**src/hw/rtl/tcw_pkg.sv**
```systemverilog
// ----------------------------------------------------------------------------
// tcw_pkg
// Shared types, codes and helpers for the text console character writer.
// ----------------------------------------------------------------------------
package tcw_pkg;

    localparam int COLUMNS_DEF = 80;
    localparam int ROWS_DEF    = 25;
    localparam int CELL_W      = 16;

    localparam logic [7:0] RESET_ATTR  = 8'h0F;
    localparam logic [7:0] CH_SPACE    = 8'h20;
    localparam logic [7:0] CH_BS       = 8'h08;
    localparam logic [7:0] CH_TAB      = 8'h09;
    localparam logic [7:0] CH_LF       = 8'h0A;
    localparam logic [7:0] CH_CR       = 8'h0D;
    localparam logic [7:0] CH_PRINT_LO = 8'h20;
    localparam logic [7:0] CH_PRINT_HI = 8'h7F;

    typedef enum logic [1:0] {
        OP_PUT   = 2'd0,
        OP_CLEAR = 2'd1,
        OP_READ  = 2'd2
    } t_op;

    typedef enum logic [3:0] {
        S_INIT,
        S_IDLE,
        S_PUT,
        S_CP,
        S_CP_TAIL,
        S_FILL,
        S_READ,
        S_POS,
        S_DONE
    } t_state;

    typedef struct packed {
        logic [1:0]  operation;
        logic [7:0]  char_code;
        logic [10:0] cell_index;
    } t_req;

    typedef struct packed {
        logic [10:0]       cursor_pos;
        logic [CELL_W-1:0] cell_value;
        logic              scrolled;
    } t_rsp;

    typedef struct packed {
        logic       step;
        logic       home;
        logic [7:0] char_code;
    } t_cur_cmd;

    function automatic logic is_printable(input logic [7:0] c);
        return c inside {[CH_PRINT_LO:CH_PRINT_HI]};
    endfunction

endpackage

```
**src/hw/rtl/tcw_cursor.sv**
```systemverilog
// ----------------------------------------------------------------------------
// tcw_cursor
// Cursor row and column, control-character stepping and linear position.
// ----------------------------------------------------------------------------
module tcw_cursor #(
    parameter int  COLUMNS = tcw_pkg::COLUMNS_DEF,
    parameter int  ROWS    = tcw_pkg::ROWS_DEF,
    localparam int AW      = $clog2(COLUMNS * ROWS)
) (
    input  logic              i_clk,
    input  logic              i_rst_n,
    input  tcw_pkg::t_cur_cmd i_cmd,
    output logic              o_scroll,
    output logic [AW-1:0]     o_lin
);

    import tcw_pkg::*;

    localparam int CW = $clog2(COLUMNS);
    localparam int RW = $clog2(ROWS);

    logic [CW-1:0] r_col, n_col;
    logic [RW-1:0] r_row, n_row;
    logic [AW-1:0] r_lin;
    logic [CW:0]   col_w;
    logic [RW:0]   row_w;
    logic          scroll;

    always_comb begin
        col_w = {1'b0, r_col};
        row_w = {1'b0, r_row};
        case (i_cmd.char_code)
            CH_BS: begin
                if (r_col != '0) begin
                    col_w = {1'b0, r_col} - 1'b1;
                end
            end
            CH_TAB: col_w = ({1'b0, r_col} + (CW+1)'(8)) & ~(CW+1)'(7);
            CH_CR:  col_w = '0;
            CH_LF: begin
                col_w = '0;
                row_w = row_w + 1'b1;
            end
            default: begin
                if (is_printable(i_cmd.char_code)) begin
                    col_w = col_w + 1'b1;
                end
            end
        endcase
        // wrap past the last column
        if (col_w >= (CW+1)'(COLUMNS)) begin
            col_w = '0;
            row_w = row_w + 1'b1;
        end
        // running off the bottom clamps to the last row; caller scrolls
        scroll = (row_w >= (RW+1)'(ROWS));
        if (scroll) begin
            row_w = (RW+1)'(ROWS - 1);
        end
    end

    always_comb begin
        n_col = r_col;
        n_row = r_row;
        if (i_cmd.home) begin
            n_col = '0;
            n_row = '0;
        end else if (i_cmd.step) begin
            n_col = col_w[CW-1:0];
            n_row = row_w[RW-1:0];
        end
    end

    always_ff @(posedge i_clk) begin
        if (!i_rst_n) begin
            r_col <= '0;
            r_row <= '0;
            r_lin <= '0;
        end else begin
            r_col <= n_col;
            r_row <= n_row;
            r_lin <= AW'(r_row) * AW'(COLUMNS) + AW'(r_col);
        end
    end

    assign o_scroll = scroll;
    assign o_lin    = r_lin;

    a_cursor_range: assert property (@(posedge i_clk) disable iff (!i_rst_n)
        (int'(r_col) < COLUMNS) && (int'(r_row) < ROWS))
        else $error("cursor outside screen");

    a_scroll_row: assert property (@(posedge i_clk) disable iff (!i_rst_n)
        (i_cmd.step && !i_cmd.home && o_scroll)
        |=> (int'(r_row) == ROWS - 1) && (r_col == '0))
        else $error("scroll did not leave cursor at start of bottom row");

    a_lin_track: assert property (@(posedge i_clk) disable iff (!i_rst_n)
        ($stable(r_row) && $stable(r_col))
        |-> (r_lin == AW'(r_row) * AW'(COLUMNS) + AW'(r_col)))
        else $error("linear position out of step with cursor");

endmodule

```
**config.mk**
```make
export PLATFORM = sky130hd
export DESIGN_NAME = tcw_cursor
export DESIGN_NICKNAME = d
export VERILOG_FILES = /design/src/hw/rtl/tcw_pkg.sv /design/src/hw/rtl/tcw_cursor.sv
export SDC_FILE = /design/constraint.sdc
export NUM_CORES = 1
export LEC_CHECK = 0
export BUFFER_PORTS_ARGS = -buffer_cell sky130_fd_sc_hd__buf_2
export CORE_ASPECT_RATIO = 0.6
export CORE_UTILIZATION = 50
export CTS_CLUSTER_DIAMETER = 30
export CTS_CLUSTER_SIZE = 20
export DETAILED_ROUTE_END_ITERATION = 6
export PLACE_DENSITY = 0.7
export SLEW_MARGIN = 20
export SYNTH_ARGS = -nofsm -noshare
export SYNTH_HDL_FRONTEND = slang
export SYNTH_SLANG_ARGS = --single-unit
```
**constraint.sdc**
```tcl
create_clock -name i_clk -period 4.4 [get_ports i_clk]
set_input_delay 0.88 -clock i_clk [delete_from_list [all_inputs] [get_ports i_clk]]
set_output_delay 0.88 -clock i_clk [all_outputs]
set_load 0.05 [all_outputs]
```
==> results_dict.tcl <==
set metrics [dict create \
    synth_area_leader_cell "dfxtp_1" \
    viasPerCell 5.88 \
    ys_seq_elements 23 \
    syn_area_um2 1950 \
    met3_length_um 355 \
    end_kind "primary output" \
    period_share_pct 94.9 \
    ff2ff_path_depth 11 \
    core_um2 3700 \
    finalHoldViolations 0 \
    path_cells "inv_1, ha_1, nor3b_1, and3_1, o31ai_1, a211o_1, a21oi_2, mux2i_1, o221ai_2, a21oi_2, inv_1, buf_2" \
    cts_tree "yes" \
    clock_latency_ns 0.26 \
    finalNetCount 292 \
    ys_top_cells_by_area "dfxtp_1 (24%), ha_1 (9.6%), xnor2_1 (4.9%)" \
    min_period_ns 4.18 \
    ant_nets 0 \
    fillers 339 \
    p_leak_uw 0.00104 \
    first_pass_iters 4 \
    rows 17 \
    overflow 0 \
    ctsResizeCount 0 \
    grt_use_total_pct 22.3 \
    clock_path_buffers 2 \
    worstSetupPathType "register to primary output" \
    dr.first_iter.drc_count 88 \
    startpoint "r_col[0]$_SDFFE_PP0P_" \
    met2_length_um 1610 \
    cp.required_ns 3.52 \
    crit_fanout 9 \
    synth_top_area_share_pct 23.7 \
    wl_met1_um 2280 \
    fp.dieW_um 82.6 \
    synth_adder_area_share_pct 11.7 \
    power_uw 375 \
    ios 24 \
    max_slew_margin_pct 59.1 \
    fin_setup_tns_ns 0 \
    postCtsHoldBufs 0 \
    dpl.hpwl_um 3280 \
    antenna_found_initial 0 \
    synth_xor_area_share_pct 7.13 \
    crit_family "compound AO/OA/AOI/OAI gates" \
    maxCapViolCount 0 \
    grt_max_degree 16 \
    r2r_end "r_row[1]$_SDFFE_PP0P_" \
    r2r-start "r_col[0]$_SDFFE_PP0P_" \
    fp.dieH_um 50.3 \
    critPathLaunchType "register" \
    htree_levels 1 \
    gp_congestion 0.924 \
    post_cts_buffers 0 \
    status "completed" \
    drv_slew 0 \
    ys_types 60 \
    async_flop_share_pct 0 \
    io_buffers 23 \
    start_util_pct 52.6 \
    synthMuxAreaShare_pct 1.54 \
    vias 1816 \
    cts-root-buf "clkbuf_8" \
    drive_above_1_share_pct 18.3 \
    syn-instance-count 241 \
    routed_wl_um 4290 \
    crit_buf_inv 3 \
    layout-area-overhead-vs-synth_pct 12.0 \
    grt_pass1_vias 1480 \
    antenna_cells 0 \
    synth_top_family_by_area "simple AND/OR/NAND/NOR gates" \
    path_clk_slew_ns 0.08 \
    yosysMostFrequentCell "dfxtp_1" \
    cts_buffers 3 \
    synth_top_cells_by_count "dfxtp_1 (23), nand2_1 (18), ha_1 (15), nor2_1 (15), a21oi_1 (13)" \
    highest_layer "met4" \
    grt_pass1_wl_um 7110 \
    holdWs_ns 0.566 \
    synth_edf_count 0 \
    regToRegSetupSlack_ns 1.38 \
    fmax_ghz 0.239 \
    drc_errors 0 \
    rsz0062_at_grt "no" \
    power_density_nw_per_um2 172 \
    ys_seq_area_share_pct 23.7 \
    worst_pin_slew_ns 0.613 \
    hold_depth 1 \
    worstHoldEndpoint "o_lin[3]$_SDFF_PN0_" \
    avgSynthCellArea_um2 8.08 \
    peakVddDrop_v 0.000215 \
    yosys.area_share.simple_pct 28.8 \
    yosys_warnings 0 \
    critPathMaxStageDelay_ns 0.53 \
    min_path_type "register to register" \
    setup_viol 0 \
    dieArea_um2 4160 \
    wl_per_cell_um 13.9 \
    skew_ns 0.00357 \
    synth_compound_area_share_pct 22.0 \
    crit_arrival_ns 3.30 \
    yosys_most_used_dff "dfxtp_1" \
    slowest_stage "nor3b_1" \
    hold_start "r_col[3]$_SDFFE_PP0P_" \
    cts_num_sinks 23 \
    syn-num-nets 270 \
]
==> kinds of logic (layout without fill, tap and decap cells) <==
family	Yosys count	count (layout)
and+or+nand+nor	98	98
AOI/OAI and AO/OA	59	59
buffers and inverters	26	47
DFF	23	23
adders and majority gates	17	17
xor gates and xnor gates	15	15
muxes	3	3
==> routing by layer <==
metal | track usage (%) | up-vias
li1 | - | 920
met5 | 0 | -
met1 | 35.9 | 810
met3 | 4.18 | 4
met4 | 5.75 | 0
met2 | 29.2 | 82
==> power by group <==
group          switching [µW]  total (µW)  internal (µW)
Sequential               1.69         211            209
Clock                    65.1         128           63.2
Combinational            22.0        36.0           14.0
Total                    88.8         375            286
==> registers in the layout, summed over array words and instances (netlist names) <==
name	cells
o_lin	11
r_col	7
r_row	5
==> through the flow <==
stage / instances / instance area (µm²) / util (%) / worst slack (ns)
final: 309 / 2180 / 58.9 / 0.222
after global routing: 309 / 2180 / 58.9 / 0.0133
after detailed placement: 305 / 2130 / 57.5 / 0.232
after floorplan: 241 / 1950 / - / 0.335
after global placement: 305 / 2130 / 57.5 / 0.308
after CTS: 309 / 2170 / 58.8 / 0.225
==> placed cells by master, fill, tap and decap left out, types with 7 or more instances in the layout <==
cell      n
nand2_1  18
buf_4     9
xnor2_1  11
a21oi_1  13
o21ai_0   7
ha_1     15
buf_2    23
inv_1    10
nand3_1  11
nor2_1   15
and2_1   10
dfxtp_1  23
==> worst max path at each step <==
stage,to,depth (start not counted)
2_1_floorplan,o_scroll,12
3_3_place_gp,o_scroll,13
3_5_place_dp,o_scroll,13
4_1_cts,o_scroll,13
5_1_grt,o_scroll,12
6_report,o_scroll,12
==> layout make-up <==
cell class	count	area [µm²]	share of cell area (%)
Sequential cell	23	460	21.1
Timing Repair Buffer	32	183	8.38
Multi-Input combinational cell	192	1390	63.8
Tap cell	47	58.8	2.70
Inverter	11	41.3	1.89
Clock inverter	1	5.00	0.229
Clock buffer	3	41.3	1.89
Note: power is estimated with default switching activity, not from simulation.
