==> src/hw/rtl/tcw_pkg.sv <==
// ----------------------------------------------------------------------------
// tcw_pkg
// Shared types, codes and helpers for the text console character writer.
// ----------------------------------------------------------------------------
package tcw_pkg;

    localparam int COLUMNS_DEF = 80;
    localparam int ROWS_DEF    = 25;
    localparam int CELL_W      = 16;

    localparam logic [7:0] RESET_ATTR  = 8'h0F;
    localparam logic [7:0] CH_SPACE    = 8'h20;
    localparam logic [7:0] CH_BS       = 8'h08;
    localparam logic [7:0] CH_TAB      = 8'h09;
    localparam logic [7:0] CH_LF       = 8'h0A;
    localparam logic [7:0] CH_CR       = 8'h0D;
    localparam logic [7:0] CH_PRINT_LO = 8'h20;
    localparam logic [7:0] CH_PRINT_HI = 8'h7F;

    typedef enum logic [1:0] {
        OP_PUT   = 2'd0,
        OP_CLEAR = 2'd1,
        OP_READ  = 2'd2
    } t_op;

    typedef enum logic [3:0] {
        S_INIT,
        S_IDLE,
        S_PUT,
        S_CP,
        S_CP_TAIL,
        S_FILL,
        S_READ,
        S_POS,
        S_DONE
    } t_state;

    typedef struct packed {
        logic [1:0]  operation;
        logic [7:0]  char_code;
        logic [10:0] cell_index;
    } t_req;

    typedef struct packed {
        logic [10:0]       cursor_pos;
        logic [CELL_W-1:0] cell_value;
        logic              scrolled;
    } t_rsp;

    typedef struct packed {
        logic       step;
        logic       home;
        logic [7:0] char_code;
    } t_cur_cmd;

    function automatic logic is_printable(input logic [7:0] c);
        return c inside {[CH_PRINT_LO:CH_PRINT_HI]};
    endfunction

endpackage

==> src/hw/rtl/tcw_ctrl.sv <==
// ----------------------------------------------------------------------------
// tcw_ctrl
// Request sequencer: sweep counter for clear/scroll/reset fill, cell writes,
// reads and the result register.
// ----------------------------------------------------------------------------
module tcw_ctrl #(
    parameter int  COLUMNS = tcw_pkg::COLUMNS_DEF,
    parameter int  ROWS    = tcw_pkg::ROWS_DEF,
    localparam int AW      = $clog2(COLUMNS * ROWS)
) (
    input  logic                       i_clk,
    input  logic                       i_rst_n,
    input  logic                       i_in_valid,
    output logic                       o_in_ready,
    input  tcw_pkg::t_req              i_in,
    output logic                       o_out_valid,
    input  logic                       i_out_ready,
    output tcw_pkg::t_rsp              o_out,
    input  logic [7:0]                 i_attr,
    output logic                       o_mem_we,
    output logic [AW-1:0]              o_mem_waddr,
    output logic [tcw_pkg::CELL_W-1:0] o_mem_wdata,
    output logic                       o_mem_re,
    output logic [AW-1:0]              o_mem_raddr,
    input  logic [tcw_pkg::CELL_W-1:0] i_mem_rdata,
    output tcw_pkg::t_cur_cmd          o_cur_cmd,
    input  logic                       i_cur_scroll,
    input  logic [AW-1:0]              i_cur_lin
);

    import tcw_pkg::*;

    localparam int CELLS      = COLUMNS * ROWS;
    localparam int FILL_START = (ROWS - 1) * COLUMNS;
    localparam int IW         = ((AW > 11) ? AW : 11) + 1;

    t_state        r_state, n_state;
    logic [AW-1:0] r_cnt, n_cnt;
    t_req          r_req, n_req;
    logic          r_rd_ok, n_rd_ok;
    logic          r_scrolled, n_scrolled;
    logic          r_cp_vld, n_cp_vld;
    logic [AW-1:0] r_cp_dst, n_cp_dst;
    t_rsp          r_out, n_out;
    logic          r_out_vld, n_out_vld;

    logic          accept;
    logic          idx_ok;
    logic          cnt_last;
    logic          out_free;
    logic [CELL_W-1:0] blank;

    assign accept   = (r_state == S_IDLE) && i_in_valid;
    assign idx_ok   = IW'(i_in.cell_index) < IW'(CELLS);
    assign cnt_last = (r_cnt == AW'(CELLS - 1));
    assign out_free = !r_out_vld || i_out_ready;
    assign blank    = {((r_state == S_INIT) ? RESET_ATTR : i_attr), CH_SPACE};

    // next state
    always_comb begin
        n_state = r_state;
        case (r_state)
            S_INIT: begin
                if (cnt_last) begin
                    n_state = S_IDLE;
                end
            end
            S_IDLE: begin
                if (accept) begin
                    case (i_in.operation)
                        OP_PUT:   n_state = S_PUT;
                        OP_CLEAR: n_state = S_FILL;
                        OP_READ:  n_state = idx_ok ? S_READ : S_DONE;
                        default:  n_state = S_DONE;
                    endcase
                end
            end
            S_PUT:     n_state = i_cur_scroll ? S_CP : S_POS;
            S_CP: begin
                if (cnt_last) begin
                    n_state = S_CP_TAIL;
                end
            end
            S_CP_TAIL: n_state = S_FILL;
            S_FILL: begin
                if (cnt_last) begin
                    n_state = S_POS;
                end
            end
            S_READ:    n_state = S_DONE;
            S_POS:     n_state = S_DONE;
            S_DONE: begin
                if (out_free) begin
                    n_state = S_IDLE;
                end
            end
            default:   n_state = S_IDLE;
        endcase
    end

    // state outputs: memory port, cursor command, ready
    always_comb begin
        o_in_ready          = 1'b0;
        o_mem_we            = 1'b0;
        o_mem_waddr         = r_cnt;
        o_mem_wdata         = blank;
        o_mem_re            = 1'b0;
        o_mem_raddr         = r_cnt;
        o_cur_cmd.step      = 1'b0;
        o_cur_cmd.home      = 1'b0;
        o_cur_cmd.char_code = r_req.char_code;
        case (r_state)
            S_INIT: o_mem_we = 1'b1;
            S_IDLE: begin
                o_in_ready = 1'b1;
                if (accept && (i_in.operation == OP_CLEAR)) begin
                    o_cur_cmd.home = 1'b1;
                end
            end
            S_PUT: begin
                o_cur_cmd.step = 1'b1;
                if (is_printable(r_req.char_code)) begin
                    o_mem_we    = 1'b1;
                    o_mem_waddr = i_cur_lin;
                    o_mem_wdata = {i_attr, r_req.char_code};
                end
            end
            S_CP, S_CP_TAIL: begin
                o_mem_re = (r_state == S_CP);
                // write back the row below in the cycle after its read
                if (r_cp_vld) begin
                    o_mem_we    = 1'b1;
                    o_mem_waddr = r_cp_dst;
                    o_mem_wdata = i_mem_rdata;
                end
            end
            S_FILL: o_mem_we = 1'b1;
            S_READ: begin
                o_mem_re    = 1'b1;
                o_mem_raddr = AW'(r_req.cell_index);
            end
            default: ;
        endcase
    end

    // datapath next values
    always_comb begin
        n_cnt      = r_cnt;
        n_req      = r_req;
        n_rd_ok    = r_rd_ok;
        n_scrolled = r_scrolled;
        n_cp_vld   = (r_state == S_CP);
        n_cp_dst   = r_cnt - AW'(COLUMNS);
        n_out      = r_out;
        n_out_vld  = r_out_vld;

        case (r_state)
            S_INIT, S_CP, S_FILL: n_cnt = r_cnt + 1'b1;
            S_IDLE: begin
                n_cnt = '0;
                if (accept) begin
                    n_req      = i_in;
                    n_rd_ok    = idx_ok;
                    n_scrolled = 1'b0;
                end
            end
            S_PUT: begin
                n_cnt      = AW'(COLUMNS);
                n_scrolled = i_cur_scroll;
            end
            S_CP_TAIL: n_cnt = AW'(FILL_START);
            default: ;
        endcase

        if (i_out_ready) begin
            n_out_vld = 1'b0;
        end
        if ((r_state == S_DONE) && out_free) begin
            n_out_vld            = 1'b1;
            n_out.cursor_pos     = 11'(i_cur_lin);
            n_out.cell_value     = ((r_req.operation == OP_READ) && r_rd_ok) ?
                                   i_mem_rdata : '0;
            n_out.scrolled       = r_scrolled;
        end
    end

    always_ff @(posedge i_clk) begin
        if (!i_rst_n) begin
            r_state   <= S_INIT;
            r_cnt     <= '0;
            r_cp_vld  <= 1'b0;
            r_out_vld <= 1'b0;
        end else begin
            r_state   <= n_state;
            r_cnt     <= n_cnt;
            r_cp_vld  <= n_cp_vld;
            r_out_vld <= n_out_vld;
        end
    end

    always_ff @(posedge i_clk) begin
        r_req      <= n_req;
        r_rd_ok    <= n_rd_ok;
        r_scrolled <= n_scrolled;
        r_cp_dst   <= n_cp_dst;
        r_out      <= n_out;
    end

    assign o_out_valid = r_out_vld;
    assign o_out       = r_out;

    a_copy_dst: assert property (@(posedge i_clk) disable iff (!i_rst_n)
        r_cp_vld |-> (r_cp_dst < AW'(FILL_START)))
        else $error("scroll copy wrote into the bottom row");

    a_copy_drained: assert property (@(posedge i_clk) disable iff (!i_rst_n)
        (r_state == S_FILL || r_state == S_IDLE || r_state == S_INIT) |-> !r_cp_vld)
        else $error("scroll copy still pending");

    a_copy_tail: assert property (@(posedge i_clk) disable iff (!i_rst_n)
        (r_state == S_CP_TAIL) |-> (r_cp_vld && (r_cp_dst == AW'(FILL_START - 1))))
        else $error("last scroll copy misplaced");

endmodule

==> config.mk <==
export PLATFORM = sky130hd
export DESIGN_NAME = tcw_ctrl
export DESIGN_NICKNAME = d
export VERILOG_FILES = /design/src/hw/rtl/tcw_pkg.sv /design/src/hw/rtl/tcw_ctrl.sv
export SDC_FILE = /design/constraint.sdc
export NUM_CORES = 1
export LEC_CHECK = 0
export ABC_AREA = 1
export ABC_CLOCK_PERIOD_IN_PS = 2800
export BUFFER_PORTS_ARGS = -buffer_cell sky130_fd_sc_hd__buf_2
export CAP_MARGIN = 10
export CORE_UTILIZATION = 50
export CTS_BUF_LIST = sky130_fd_sc_hd__clkbuf_16
export DETAILED_ROUTE_END_ITERATION = 6
export PLACE_DENSITY = 0.89
export REMOVE_ABC_BUFFERS = 1
export SLEW_MARGIN = 0
export SYNTH_ARGS = -nofsm -noshare
export SYNTH_HDL_FRONTEND = slang
export SYNTH_SLANG_ARGS = --single-unit
==> constraint.sdc <==
create_clock -name i_clk -period 2.8 [get_ports i_clk]
set_input_delay 0.56 -clock i_clk [delete_from_list [all_inputs] [get_ports i_clk]]
set_output_delay 0.56 -clock i_clk [all_outputs]
set_load 0.02 [all_outputs]
==> run metrics, run 1 <==
finished layout cell area=5080 sq um; CTS tree=yes; count leader, synth=nand2_1; Leakage=2.27 nW; via/cell ratio=5.40; fillers=618; fmax=375 MHz; Die H=91.3 um; antenna violations before repair=0; Min Hold Slack=0.396 ns; Final Skew=0.00958 ns; EDFF count, synth=51; CP Max Fanout=11; most frequent cells after synthesis=nand2_1, nor2_1, edfxtp_1, inv_1, a21oi_1; hold-critical path depth=1; vias in the first global route=3402; WP data required=2.24 ns; post-DP HPWL=7540 um; FF-to-FF path depth=5; Worst Hold Launch=i_in[11]; setup repair after global routing missed its margin=no; cts hold-fix bufs=0; setup slack, reg-to-reg=1.00 ns; die area=8330 sq um; GPL Wtd Cong=0.897; clock-pin slew on the worst setup and hold paths=0.06 ns; Yosys top cell by area=edfxtp_1; syn_area_per_cell=8.78 sq um; worst hold path class=primary input to register; Num CTS Buffers=9; Slew headroom=0.540; CP arrival=2.10 ns; worst r2r src=r_state[0]; top_reg_cell synth=edfxtp_1; worst r2r dst=o_cur_cmd[5]; root buf cell=clkbuf_16; Initial Utilization=0.516; Layout area overhead=27.4%; Max clock buf depth=2; final setup fails=0; Resized cells post-CTS=0; Total Power=0.00339 W; post-synth cell types=34; Overflow after GRT=0; H-tree level count=3; Max-cap violations=0; Worst Setup Path Type=register to primary output; Final ANT Viol Nets=0; Max IR drop VDD=372 uV; final wirelength=10500 um; area of the mapped netlist=3990 sq um; Final Critical Period=2.66 ns; post-synth top area share=0.384; Slew Limit Fails=0; # nets final=655; WL per Instance=15.1 um; clock network latency to the later pin of the worst-skew pair=0.34 ns; Tot GR Track Use=0.251; Core ar.=7730 sq um; vias=3762; Die W=91.3 um; Hold Fails Final Rpt=0; setup TNS=0 ns; ys async rst share=0; end of the worst hold path=o_cur_cmd[0]; Worst setup SP type=register; sequential share of the synthesized area=0.525; Num Clock Sinks=79; first drt pass iteration count=6; antenna cells=0; layout cells sized above 1=0.323; Post-Synthesis Cells=454; largest net degree at the start of global routing=29; I/O pin cnt=141; first-pass GRT wire length=16400 um; placed instance area=4720 sq um; Seq cells post-synth=79; final period utilization=0.951; CP Capture Type=primary output; # rows=32; Syn. warnings=0; status=finished, final reports clean; post-CTS setup buffer count=0; worst slew pin tran=0.688 ns; pwr/cell area=667 nW/um^2; IO buf count=140; DRC viols=0; Synth area leaders=edfxtp_1, dfxtp_1, nand2_1, nor2_1, a21oi_1; DR iter-0 viols=277
[flip-flops by register name, summed over array words and instances, names as in the netlist]
name / count
o_out: 28
r_req: 13
r_cnt: 11
r_cp_dst: 11
o_cur_cmd: 8
r_state: 4
o_out_valid: 1
r_cp_vld: 1
r_rd_ok: 1
r_scrolled: 1
[worst max-delay path, cell delays in order (launching register included)]
cell        delay (ns)
edfxtp_1          0.41
nor2_1            0.09
nor2_4            0.31
clkinvlp_4        0.33
a21oi_1           0.20
o21ai_0           0.12
o211ai_1          0.11
buf_2             0.20
[worst max-delay path by stage]
stage	startpoint	to	slack, ns	cells past startpoint
after floorplan	r_state[0]	o_out[0]	0.48	3
after global placement	o_cur_cmd[5]	o_mem_waddr[9]	0.60	7
after detailed placement	o_cur_cmd[5]	o_mem_waddr[6]	0.51	7
after CTS	o_cur_cmd[5]	o_mem_waddr[9]	0.12	7
after global routing	o_cur_cmd[5]	o_mem_waddr[7]	0.01	7
final	o_cur_cmd[5]	o_mem_waddr[9]	0.14	7
[metrics by stage]
step	util	std cells	setup slack, ns
after CTS	0.655	696	0.120
after floorplan	-	434	0.482
after detailed placement	0.611	680	0.510
after global placement	0.611	680	0.602
final	0.657	697	0.136
after global routing	0.657	697	0.0127
[cell families after synthesis]
| logic type | after synthesis | share of synthesized area |
|---|---|---|
| and+or+nand+nor | 174 | 0.199 |
| AOI/OAI and AO/OA | 110 | 0.155 |
| DFF | 79 | 0.525 |
| buffers and inverters | 77 | 0.0860 |
| xor gates and xnor gates | 10 | 0.0220 |
| adders and majority gates | 4 | 0.0126 |
[power breakdown]
group | switching (W) | internal [W] | leakage (nW)
Combinational | 0.000437 | 0.000221 | 1.41
Sequential | 0.0000657 | 0.00133 | 0.689
Clock | 0.000460 | 0.000866 | 0.169
[cells in the final DEF, fill, tap and decap left out, drive strengths merged, types with 2 or more instances in the layout]
| master | n |
|---|---|
| buf | 144 |
| nand2 | 76 |
| nor2 | 69 |
| inv | 54 |
| o21ai | 54 |
| edfxtp | 51 |
| a21oi | 41 |
| dfxtp | 28 |
| nand3 | 21 |
| o211ai | 14 |
| xor2 | 9 |
| clkbuf | 9 |
| clkinv | 6 |
| nor3 | 5 |
| ha | 4 |
| bufinv | 3 |
| clkinvlp | 2 |
[metal layers]
metal / GRT usage / up-vias / share of wire
li1: - / 1792 / -
met1: 0.308 / 1737 / 0.39
met2: 0.432 / 203 / 0.51
met3: 0.0419 / 30 / 0.069
met4: 0.114 / 0 / 0.028
met5: 0 / - / 0
[area by class of cell]
cell class              instances  area, sq um  area share
clock buffers                   9          225      0.0443
repair buffers                144          731       0.144
clock inverters                 7          111      0.0219
inverters                      57          224      0.0441
well taps                     102          128      0.0251
repair inverters                1         7.51     0.00148
multi-input cells             298         1560       0.307
flip-flops and latches         79         2090       0.412
Note: power is estimated with default switching activity, not from simulation.
==> run 2, diff against run 1 <==
--- a/config.mk
+++ b/config.mk
@@ -13,2 +13,3 @@
 export CTS_BUF_LIST = sky130_fd_sc_hd__clkbuf_16
+export CTS_CLUSTER_SIZE = 20
 export DETAILED_ROUTE_END_ITERATION = 6
==> constraint.sdc (replaced) <==
create_clock -name i_clk -period 2.8 [get_ports i_clk]
set_input_delay 0 -clock i_clk [delete_from_list [all_inputs] [get_ports i_clk]]
set_output_delay 0 -clock i_clk [all_outputs]
set_load 0.02 [all_outputs]
==> run 2 against run 1 <==
  * Worst setup slack gained 0.44 ns
  * Sequential power about the same
  * Utilization grew 4.8 points
  * Register-to-register slack got worse by 0.16 ns
  * Clock power decreased by 7%
  * Critical path type unchanged
  * Cell area grew 7.3%
  * Combinational power grew 7.0%
  * Cell count grew 5.5%
  * First-iteration DRC count is 31% higher
  * Via count up 2.5%
  * Sequential share of layout area decreased by 2.8 points
  * Die area unchanged
==> run metrics, run 2 (synthesis results as in run 1) <==
Top cell by count, worst path=o21ai_1; Slew headroom=0.542 (+0.00183); CTS tree=yes; worst hold path class=primary input to register; setup TNS=0 ns (unchanged); antenna cells=0 (unchanged); Worst Hold Launch=i_mem_rdata[1]; clock power share=0.371 (-0.021); Final Critical Period=2.23 ns (-0.437 ns); Layout area overhead=36.7%; Max IR drop VDD=382 uV (+2.6%); largest net degree at the start of global routing=24 (-17%); hold-critical path depth=3 (+2); first drt pass iteration count=5 (-1); Num CTS Buffers=9 (unchanged); DRC viols=0 (unchanged); setup slack, reg-to-reg=0.84 ns (-0.16 ns); Overflow after GRT=0 (unchanged); antenna violations before repair=0 (unchanged); worst r2r dst=o_out[12]; CP Capture Type=primary output; fillers=570 (-7.8%); Worst setup SP type=register; number of flip-flops in the largest register=28 (unchanged); FF-to-FF path depth=4 (-1); via/cell ratio=5.25 (-2.8%); end of the worst hold path=o_out[2]; Final Skew=0.00680 ns (-0.00278 ns); # rows=32 (unchanged); Die H=91.3 um (unchanged); IO buf count=140 (unchanged); layout cells sized above 1=0.299 (-0.0241); first-pass GRT wire length=17300 um (+5.8%); most common cell after layout, fill and taps aside=buf_2; Num Clock Sinks=79 (unchanged); final period utilization=0.795 (-0.156); Tot GR Track Use=0.264 (+0.0127); Max clock buf depth=2 (unchanged); final wirelength=10700 um (+2.2%); placed instance area=4710 sq um (-0.32%); slowest CP cell=nand2_1; DR iter-0 viols=364 (+31%); I/O pin cnt=141 (unchanged); Worst Setup Path Type=register to primary output; GPL Wtd Cong=0.946 (+5.4%); Die W=91.3 um (unchanged); clock network latency to the later pin of the worst-skew pair=0.33 ns (about the same); Hold Fails Final Rpt=0 (unchanged); # nets final=693 (+5.8%); WP data required=2.80 ns (+0.56 ns); finished layout cell area=5450 sq um (+7.3%); Resized cells post-CTS=0 (unchanged); vias in the first global route=3633 (+6.8%); sequential power share=0.418 (+0.004); WL per Instance=14.6 um (-3.1%); Leakage=2.43 nW (+7.2%); clock-pin slew on the worst setup and hold paths=0.06 ns (about the same); worst slew pin tran=0.685 ns (-0.00274 ns); Slew Limit Fails=0 (unchanged); fmax=449 MHz (+20%); Combinational Power Share=0.211 (+0.016); Max-cap violations=0 (unchanged); H-tree level count=3 (unchanged); NetSw=0.000962 W (-0.13%); status=finished, final reports clean; crit path cell chain=inv_2 > nor2_2 > nand2_4 > nand2_1 > a21oi_4 > o21ai_1 > o21ai_1 > buf_2; CP Max Fanout=12 (+1); CP peak stage delay=0.42 ns (about the same); Core ar.=7730 sq um (unchanged); vias=3856 (+2.5%); Final ANT Viol Nets=0 (unchanged); CP arrival=2.23 ns (+0.13 ns); Sw Ratio=0.287 (+0.00278); setup repair after global routing missed its margin=no; worst r2r src=r_state[1]; post-DP HPWL=7680 um (+1.8%); root buf cell=clkbuf_16; commonest non-fill, non-tap cells in the layout=buf_2, nand2_1, nor2_1; Initial Utilization=0.516 (unchanged); Pint=0.00239 W (-1.5%); pwr/cell area=615 nW/um^2 (-7.8%); die area=8330 sq um (unchanged); final setup fails=0 (unchanged)
-- run 2: repair_timing --
action / CTS / global route
hold endpoints to repair: 42 / 0
setup endpoints to repair: 0 / 0
buffers inserted: 0 / 0
hold buffers: 41 / 0
-- run 2: critical path, delay by kind of cell, from the launching register on --
family,cells,cell delay [ns]
simple gates,3,0.77
compound gates,3,0.46
flops,1,0.41
buf+inv,2,0.25
-- run 2: area by class of cell --
| class | instances | area, sq um | area share |
|---|---|---|---|
| clock inverter | 5 | 52.6 | 0.00965 |
| timing repair buffer | 183 | 1130 | 0.207 |
| sequential | 79 | 2090 | 0.384 |
| clock buffer | 11 | 275 | 0.0505 |
| inverter | 57 | 219 | 0.0402 |
| tap | 102 | 128 | 0.0234 |
| multi-input combinational | 298 | 1560 | 0.285 |
-- run 2: how the worst max path moves through the flow --
stage | start | depth (start not counted) | slack [ns] | endpoint
2_1_floorplan | r_state[0] | 3 | 0.48 | o_out[0]
3_3_place_gp | r_state[0] | 4 | 0.91 | o_out[13]
3_5_place_dp | r_state[1] | 4 | 0.83 | o_out[11]
4_1_cts | r_state[2] | 8 | 0.66 | o_mem_wdata[9]
5_1_grt | r_state[2] | 8 | 0.44 | o_mem_wdata[14]
6_report | r_state[2] | 8 | 0.57 | o_mem_wdata[14]
-- run 2: per-stage QoR --
| stage | setup slack (ns) | util | total power [W] | hold slack, ns | cells |
|---|---|---|---|---|---|
| 2_1_floorplan | 0.482 | - | 0.00184 | 0.0895 | 434 |
| 3_3_place_gp | 0.912 | 0.609 | 0.00204 | 0.177 | 678 |
| 3_5_place_dp | 0.835 | 0.609 | 0.00207 | 0.178 | 678 |
| 4_1_cts | 0.656 | 0.705 | 0.00334 | 0.00167 | 735 |
| 5_1_grt | 0.442 | 0.705 | 0.00349 | 0.0120 | 735 |
| 6_report | 0.573 | 0.705 | 0.00335 | 0.00252 | 735 |
-- run 2: power groups by stage --
| stage | registers [W] | clock network, W | logic [W] |
|---|---|---|---|
| floorplan | 0.00141 | 0 | 0.000425 |
| CTS | 0.00140 | 0.00125 | 0.000694 |
| global route | 0.00141 | 0.00131 | 0.000769 |
| finish | 0.00140 | 0.00124 | 0.000705 |
| global placement | 0.00142 | 0 | 0.000624 |
| detailed placement | 0.00142 | 0 | 0.000647 |
-- run 2: routing by layer --
layer,GRT usage,share of wire,vias to the layer above
li1,-,-,1862
met1,0.336,0.41,1798
met2,0.456,0.50,167
met3,0.0369,0.056,29
met4,0.0992,0.026,0
met5,0,0,-
